<file path="src/rtl/core/erpp_pkg.sv">
// Shared constants, register codes and helper functions of the electric ridge
// plasma pixel generator. Used by every module under rtl/core; depends on nothing.
`default_nettype none

package erpp_pkg;

	// Field widths of the streams.
	localparam int COL_W  = 12;
	localparam int FRAC_W = 16;
	localparam int QUO_W  = COL_W + FRAC_W;
	localparam int DIM_W  = 13;
	localparam int TIME_W = 32;
	localparam int ANG_W  = 48;
	localparam int CHAN_W = 8;

	// Configuration port.
	localparam int CFG_IDX_W  = 3;
	localparam int CFG_DATA_W = 16;
	localparam logic [CFG_IDX_W-1:0] CFG_FRAME_WIDTH  = 3'd0;
	localparam logic [CFG_IDX_W-1:0] CFG_FRAME_HEIGHT = 3'd1;
	localparam logic [CFG_IDX_W-1:0] CFG_SCALE_X      = 3'd2;
	localparam logic [CFG_IDX_W-1:0] CFG_SCALE_Y      = 3'd3;
	localparam logic [CFG_IDX_W-1:0] CFG_PHASE_RED    = 3'd4;
	localparam logic [CFG_IDX_W-1:0] CFG_PHASE_GREEN  = 3'd5;
	localparam logic [CFG_IDX_W-1:0] CFG_PHASE_BLUE   = 3'd6;

	// Register reset values.
	localparam logic [DIM_W-1:0]        RST_FRAME_WIDTH  = 13'd800;
	localparam logic [DIM_W-1:0]        RST_FRAME_HEIGHT = 13'd600;
	localparam logic signed [15:0]      RST_SCALE        = 16'sd2560;
	localparam logic signed [31:0]      RST_DIAG         = 32'sd67107840;
	localparam logic [DIM_W-1:0]        MAX_DIM          = 13'd4096;

	// Fixed-point constants.
	localparam logic [7:0]  JIT_FREQ      = 8'd150;
	localparam logic [4:0]  JIT_TIME_RATE = 5'd20;
	localparam logic [10:0] JIT_AMP       = 11'd786;
	localparam logic [16:0] T_RATE        = 17'd85197;
	localparam logic [14:0] DIAG          = 15'd26214;
	localparam logic [15:0] THRESH        = 16'd13107;
	localparam logic [15:0] GAIN          = 16'd58982;
	localparam logic [17:0] PI_Q16        = 18'd205887;
	localparam logic [7:0]  CHAN_MAX      = 8'd255;
	localparam logic [29:0] INV_TWO_PI    = 30'd683565276;
	localparam logic [17:0] DIV3_MUL      = 18'd174763;
	localparam logic [15:0] RIDGE_ONE     = 16'd32768;
	localparam logic [15:0] PAL_BIAS      = 16'd32768;

	// Sine table: one quarter turn, both ends included.
	localparam int QTR_ENTRIES = 256;
	localparam int QTR_IDX_W   = 9;
	localparam int TURN_IDX_W  = 10;

	// Pipeline depths.
	localparam int DIV_STAGES  = QUO_W;
	localparam int TRIG_STAGES = 3;
	localparam int CHAN_STAGES = 7;
	localparam int LATENCY     = DIV_STAGES + 1 + TRIG_STAGES + 4 + TRIG_STAGES + 3
		+ CHAN_STAGES;

	// Clamp a frame dimension into the range one to MAX_DIM.
	function automatic logic [DIM_W-1:0] clamp_dim(input logic [DIM_W-1:0] d);
		logic [DIM_W-1:0] r;
		r = d;
		if (d == '0) begin
			r = 13'd1;
		end else if (d > MAX_DIM) begin
			r = MAX_DIM;
		end
		return r;
	endfunction

	// Magnitude of sine at j/1024 turn, from a degree 9 odd polynomial in Q30,
	// rounded to Q15 and clamped. Only called with constant arguments.
	function automatic logic [15:0] quarter_sine(input int j);
		longint c1, c3, c5, c7, c9;
		longint x, x2, s, r, o;
		c1 = 64'sd1686629713;
		c3 = -64'sd693598668;
		c5 = 64'sd85569306;
		c7 = -64'sd5026995;
		c9 = 64'sd172273;
		x  = longint'(j) <<< 22;
		x2 = (x * x) >>> 30;
		s  = c9;
		s  = c7 + ((s * x2) >>> 30);
		s  = c5 + ((s * x2) >>> 30);
		s  = c3 + ((s * x2) >>> 30);
		s  = c1 + ((s * x2) >>> 30);
		r  = (s * x) >>> 30;
		if (r < 0) begin
			r = 0;
		end
		o = (r + 64'sd16384) >>> 15;
		if (o > 64'sd32767) begin
			o = 64'sd32767;
		end
		return o[15:0];
	endfunction

endpackage

`default_nettype wire

</file>
<file path="src/rtl/core/erpp_div.sv">
// Pipelined restoring divider: (num << 16) / dvs, one quotient bit per stage.
// Depends on erpp_pkg for the field widths and the stage count.
`default_nettype none

module erpp_div (
	input  wire logic                          clk,
	input  wire logic                          en,
	input  wire logic [erpp_pkg::COL_W-1:0]    num,
	input  wire logic [erpp_pkg::DIM_W-1:0]    dvs,
	output logic      [erpp_pkg::QUO_W-1:0]    quo
);

	localparam int CW = erpp_pkg::COL_W;
	localparam int QW = erpp_pkg::QUO_W;
	localparam int NS = erpp_pkg::DIV_STAGES;

	logic [CW-1:0] rem_s [NS];
	logic [QW-1:0] quo_s [NS];
	logic [CW-1:0] num_s [NS];

	for (genvar k = 0; k < NS; k++) begin : g_stage
		logic [CW-1:0] rem_in;
		logic [QW-1:0] quo_in;
		logic [CW-1:0] num_in;
		logic          nbit;
		logic [CW:0]   trial;
		logic          take;

		if (k == 0) begin : g_first
			assign rem_in = '0;
			assign quo_in = '0;
			assign num_in = num;
		end else begin : g_next
			assign rem_in = rem_s[k-1];
			assign quo_in = quo_s[k-1];
			assign num_in = num_s[k-1];
		end

		// Bits below the column are the zero fraction bits.
		if (k < CW) begin : g_colbit
			assign nbit = num_in[CW-1-k];
		end else begin : g_zerobit
			assign nbit = 1'b0;
		end

		// Trial subtract of one quotient bit.
		assign trial = {rem_in, nbit};
		assign take  = (trial >= dvs);

		always_ff @(posedge clk) begin
			if (en) begin
				rem_s[k] <= take ? CW'(trial - dvs) : trial[CW-1:0];
				quo_s[k] <= {quo_in[QW-2:0], take};
				num_s[k] <= num_in;
			end
		end
	end

	assign quo = quo_s[NS-1];

endmodule

`default_nettype wire

</file>
<file path="config.mk">
export PLATFORM = sky130hd
export DESIGN_NAME = erpp_div
export DESIGN_NICKNAME = d
export VERILOG_FILES = /design/src/rtl/core/erpp_pkg.sv /design/src/rtl/core/erpp_div.sv
export SDC_FILE = /design/constraint.sdc
export NUM_CORES = 1
export LEC_CHECK = 0
export BUFFER_PORTS_ARGS = -buffer_cell sky130_fd_sc_hd__buf_2
export CAP_MARGIN = 25
export CORE_MARGIN = 2
export CORE_UTILIZATION = 64
export DETAILED_ROUTE_END_ITERATION = 8
export GPL_TIMING_DRIVEN = 0
export PLACE_DENSITY = 0.81
export SYNTH_ARGS = -nofsm -noshare
export SYNTH_HDL_FRONTEND = slang
export SYNTH_SLANG_ARGS = --single-unit
export TNS_END_PERCENT = 20
</file>
<file path="constraint.sdc">
create_clock -name clk -period 4 [get_ports clk]
set_input_delay 0.2 -clock clk [delete_from_list [all_inputs] [get_ports clk]]
set_output_delay 0.2 -clock clk [all_outputs]
set_load 0.005 [all_outputs]
</file>
==> flow_summary.yaml, run 1 <==
yosys:
  synth_top_family_by_area: "adder cells"
  syn_inst: 3168
  syn_nets: 3573
  synth_edf_count: 796
  ys_async_sr_fraction: 0
  synthSimpleGateAreaFrac: 0.0790
  ys_seq_area_frac: 0.569
  ys_ff_latch: 796
  synth_compound_gate_area_share: 0.103
  synthFlopType: "edfxtp_1"
  synth_adder_area_share: 0.117
  synth_area_um2: 42000
  synth_largest_area_cell: "edfxtp_1"
  ys_warn_count: 0
  postSynthAreaPerCell_um2: 13.3
  synth_top_area_frac: 0.569
  synth_cell_type_count: 71
  synth_xor_area_frac: 0.0407
  muxShareOfSynthArea: 0.0736
  synth_area_leaders: "edfxtp_1 (57%), ha_1 (10%), mux2_2 (6.1%)"
pwr:
  irDropWorstVdd_mv: 0.407
  powerDensity_nw_per_um2: 752
  p_leak_nw: 17.8
  p_total_mw: 35.1
global_routing:
  first_global_vias: 26900
  gr-usage-all-layers: 0.251
  grt_pass1_wl_mm: 135
  antenna_found_initial: 0
  overflow: 0
  grt_max_degree: 141
worst_setup_path:
  cp-start-kind: "primary input"
  crit_arrival_ps: 4040
  worstPathCellList: "buf_2 > inv_4 > ha_1 > nor2b_1 > o21ai_0 > a21oi_1 > a211oi_1 > o21ai_0 > a31oi_1 > buf_2 > mux2_2"
  crit_path_end_kind: "flop"
  cp_slowest_cell: "buf_2"
  cp_max_fo: 29
  worstRegToRegCells: 9
  worstPathRequired_ps: 4380
  worstSetupPathType: "primary input to flop"
  cp_slowest_stage_delay_ps: 570
timing:
  finalHoldViolCount: 0
  setup_viol: 0
  finalCritPeriodShare: 0.914
  slew_viol_final: 0
  worst_slack_ps: 344
  slew-limit-headroom: 0.393
  hold_ws_ps: 80.6
  fin_skew_ps: 17.7
  fmax_mhz: 274
  tightest_slew_ps: 910
  rsz0062_at_grt: "false"
  fin_crit_ps: 3660
detailed_routing:
  wirelength_mm: 84.5
  drc: 0
  first_pass_iters: 5
  vias: 26400
  drtIter0Drc: 2120
  wl_per_cell_um: 19.9
  via_per_inst: 6.19
  ant_nets: 0
floorplan:
  die_x_um: 260
  io_pins: 55
  die-area_um2: 67700
  die_h_um: 260
  rows: 93
  core_area_um2: 64700
  start_util: 0.649
placed_design:
  place_congestion: 0.912
  dp_cells: 4095
  hpwl_mm: 56.0
  pre_cts_ws_ps: -463
  port_buffers: 54
layout:
  final_common_cell: "edfxtp_1"
  num-fill-cells: 4199
  final_cell_mix: "edfxtp_1 (796), ha_1 (352), mux2_2 (226)"
  fin_util: 0.721
  layout-drive-gt1-share: 0.144
  syn_to_final_growth_pct: 11.1
  instances_no_fill: 4258
  antenna_cells: 0
  nets: 3742
clocking:
  cts-htree-levels: 3
  clk_pin_slew_worst_paths_ps: 60
  cts_buffer_depth: 3
  cts_root_buffer: "clkbuf_16"
  cts_tree: "yes"
  clock_sinks: 796
  clk_latency_ps: 640
  cts_buffers: 82
  post_cts_buffers: 0
run_status:
  outcome: "completed"
run:
  cap_violations: 0
hold_path:
  worst_hold_path.num_cells: 4
  hold_class: "primary input to flop"
==> flip-flops by register name, summed over array words and instances (netlist names) <==
name   cells
num_s     66
rem_s    324
quo_s    406
==> critical path: cells and delay by family <==
| family | cells | cell delay (ps) |
|---|---|---|
| simple gates | 1 | 130 |
| mux | 1 | 370 |
| fa+ha+maj | 1 | 420 |
| compound gates | 5 | 1530 |
| buf+inv | 3 | 1350 |
==> per-stage QoR <==
stage / area (um^2) / setup TNS [ps]
2_1_floorplan: 42000 / 0
3_3_place_gp: 43300 / -7392160
3_5_place_dp: 43700 / -45800
4_1_cts: 46700 / 0
5_1_grt: 46700 / 0
6_report: 46700 / 0
==> cell usage after synthesis, types with 7 or more instances <==
library cell / number
edfxtp_1: 796
ha_1: 352
mux2_2: 226
nor2_1: 224
o21ai_0: 175
nand2_1: 151
a21oi_1: 149
xnor2_1: 139
inv_1: 133
nor2b_1: 67
nand3_1: 59
xor2_1: 56
o21a_1: 51
a21o_1: 44
mux2i_1: 44
nor3_1: 41
a211oi_1: 40
nand2b_1: 34
nand4_1: 27
fa_1: 26
o31a_1: 24
a31oi_1: 21
a21boi_0: 20
and3_1: 19
and4_1: 18
o31ai_1: 18
and2_1: 16
o211ai_1: 16
o311ai_0: 16
clkbuf_1: 15
buf_2: 12
or3_1: 11
nor4_1: 8
o41ai_1: 8
buf_4: 7
mux2_4: 7
o21ai_1: 7
==> cell families after synthesis <==
group | after synthesis
adders and majority gates | 378
xor gates and xnor gates | 195
DFF | 796
muxes | 277
buffers and inverters | 172
and+or+nand+nor | 690
AOI/OAI and AO/OA | 660
==> final timing paths <==
path | from | slack, ps | endpoint
min | dvs[7] | 80 | quo_s[0][0]
min reg2reg | quo_s[11][43] | 410 | quo_s[12][16]
max | dvs[1] | 340 | rem_s[0][82]
max reg2reg | rem_s[0][60] | 650 | rem_s[0][82]
==> final cells by class <==
type	count	area (um^2)	share of cell area
sequential	796	23900	0.512
buffer	38	209	0.00448
timing repair buffer	85	816	0.0175
clock buffer	92	2090	0.0448
clock inverter	58	697	0.0149
multi-input combinational	2200	17400	0.372
inverter	134	505	0.0108
tap	855	1070	0.0229
==> layer usage <==
metal	vias up	share of wire	GRT usage
li1	12500	-	-
met1	12800	0.40	0.307
met2	835	0.51	0.442
met3	238	0.053	0.0377
met4	0	0.037	0.108
met5	-	0	0
==> report_power, final <==
group | switching (mW) | internal (mW)
Clock | 3.27 | 4.53
Combinational | 7.54 | 6.76
Sequential | 0.972 | 12.0
Total | 11.8 | 23.3
==> timing repair <==
| action | in CTS | in global routing |
|---|---|---|
| hold buffers | 13 | 0 |
| hold endpoints to repair | 14 | 0 |
| endpoints found under the setup margin | 0 | 32 |
| gates resized for setup | 0 | 2 |
No activity file was read; power rests on OpenSTA's default activity.
==> run 2, diff against run 1 <==
--- a/config.mk
+++ b/config.mk
@@ -12,6 +12,7 @@
 export DETAILED_ROUTE_END_ITERATION = 8
 export GPL_TIMING_DRIVEN = 0
 export PLACE_DENSITY = 0.81
+export RECOVER_POWER = 50
 export SYNTH_ARGS = -nofsm -noshare
 export SYNTH_HDL_FRONTEND = slang
 export SYNTH_SLANG_ARGS = --single-unit
==> flow_summary.yaml, run 2 (same netlist as run 1, synthesis figures left out) <==
worst_setup_path:
  startpoint: "dvs[0]"
  cp_max_fo: 24
  worstPathCellList: "buf_2 > buf_12 > buf_6 > inv_1 > clkbuf_2 > ha_1 > nand4_1 > nor2_1 > a41oi_1 > o21a_1 > a21boi_1 > buf_2 > mux2_2"
  cp-start-kind: "primary input"
  crit_arrival_ps: 4050
  ff2ff_setup_slack_ps: 650
  worstSetupPathType: "primary input to flop"
  cp_slowest_stage_delay_ps: 500
  crit_path_end_kind: "flop"
  crit_top_cell: "buf_2"
  cp_slowest_cell: "buf_2"
  worstPathRequired_ps: 4400
  r2r-start: "rem_s[0][60]"
pwr:
  p_leak_nw: 17.8
  swShare: 0.336
  share_comb_of_total_power: 0.407
  p_clk_frac: 0.223
  p_sw_mw: 11.8
  p_int_mw: 23.3
  seqPwrFrac: 0.370
  irDropWorstVdd_mv: 0.407
  powerDensity_nw_per_um2: 752
global_routing:
  busiest_layer: "met2"
  grt_max_degree: 141
  met3_usage: 0.0377
  use_met2: 0.442
  overflow: 0
  antenna_found_initial: 0
  first_global_vias: 26900
  grt_pass1_wl_mm: 135
  gr-usage-all-layers: 0.251
  use_met1: 0.307
floorplan:
  die_h_um: 260
  rows: 93
  io_pins: 55
  die_x_um: 260
  start_util: 0.649
  core_area_um2: 64700
  die-area_um2: 67700
timing:
  setup_viol: 0
  fin_crit_ps: 3660
  fin_skew_ps: 17.5
  tightest_slew_ps: 1870
  slew_viol_final: 141
  rsz0062_at_grt: "false"
  finalHoldViolCount: 0
  fin_setup_tns_ps: 0
  fmax_mhz: 273
  finalCritPeriodShare: 0.915
  slew-limit-headroom: -0.250
layout:
  largest_registers: "quo_s x406, rem_s x324, num_s x66"
  largest_reg_flops: 406
  final_common_cell: "edfxtp_1"
  layout-drive-gt1-share: 0.138
  nets: 3742
  antenna_cells: 0
  regMostFlops: "quo_s"
  fin_util: 0.720
  num-fill-cells: 4211
  final_cell_mix: "edfxtp_1 (796), ha_1 (352), mux2_2 (226)"
  syn_to_final_growth_pct: 11.0
hold_path:
  hold_class: "primary input to flop"
  hp-start: "dvs[7]"
clocking:
  clock_sinks: 796
  post_cts_buffers: 0
  cts_root_buffer: "clkbuf_16"
  cts_tree: "yes"
  cts_buffers: 82
  cts-htree-levels: 3
  cts_buffer_depth: 3
  clk_latency_ps: 640
  clk_pin_slew_worst_paths_ps: 60
run:
  cap_violations: 1
placed_design:
  port_buffers: 54
  hpwl_mm: 56.0
  place_congestion: 0.912
run_status:
  failed_checks: "capacitance limit, slew limit"
  outcome: "finished, violations left"
detailed_routing:
  wirelength_mm: 84.6
  vias: 26300
  drtIter0Drc: 2129
  wl_per_cell_um: 19.9
  first_pass_iters: 8
  via_per_inst: 6.19
  ant_nets: 0
  drc: 0
-- run 2: cell types whose count changed in the layout (fill, tap and decap cells not counted), sizes merged --
cell,before,now
buf,94,72
clkbuf,108,130
-- run 2: worst paths after layout --
| check | end | cells past startpoint |
|---|---|---|
| max reg2reg | rem_s[0][82] | 9 |
| min reg2reg | quo_s[12][16] | 0 |
| min | quo_s[0][0] | 4 |
| max | rem_s[1][88] | 13 |
-- run 2: worst max-delay path, delay by kind of cell --
| kind | cells | cell delay [ps] |
|---|---|---|
| adder cells (fa/ha/maj) | 1 | 390 |
| multiplexers | 1 | 380 |
| AND/OR/NAND/NOR | 2 | 190 |
| AO/OA/AOI/OAI | 3 | 860 |
| buffers and inverters | 6 | 2000 |
-- run 2: area by class of cell --
type                       count  area (um^2)  area share
clock buffer                  92         2090      0.0448
clock inverter                58          697      0.0150
tap                          855         1070      0.0230
multi-input combinational   2200        17400       0.373
timing repair buffer          85          758      0.0163
buffer                        38          209     0.00448
sequential                   796        23900       0.513
inverter                     134          505      0.0108
-- run 2: per-layer routing --
| metal | part of all wire | vias to the layer above |
|---|---|---|
| li1 | - | 12500 |
| met3 | 0.052 | 231 |
| met1 | 0.40 | 12800 |
| met5 | 0 | - |
| met4 | 0.037 | 0 |
| met2 | 0.51 | 801 |
-- run 2: power groups by stage --
stage	registers [mW]	logic [mW]	clock network, mW
after floorplan	12.7	11.1	0
after CTS	13.0	14.1	7.99
final	13.0	14.3	7.81
after global routing	13.1	15.7	8.29
after detailed placement	13.1	14.0	0
after global placement	13.2	13.2	0
-- run 2: repair_timing --
action / CTS / global route
hold buffers: 13 / 0
endpoints found under the hold margin: 14 / 0
resized for setup: 0 / 2
endpoints found under the setup margin: 0 / 32
-- run 2: per-stage QoR --
step                      setup WS, ps  hold WS (ps)  power (mW)  std cells  area (um^2)
after floorplan                    788           299        23.7       3168        42000
after global placement           -8900           377        26.4       4077        43300
after detailed placement          -463           378        27.0       4095        43700
after CTS                          201          49.5        35.1       4258        46700
after global routing              35.4          85.5        37.1       4258        46600
final                              342          81.0        35.1       4258        46600
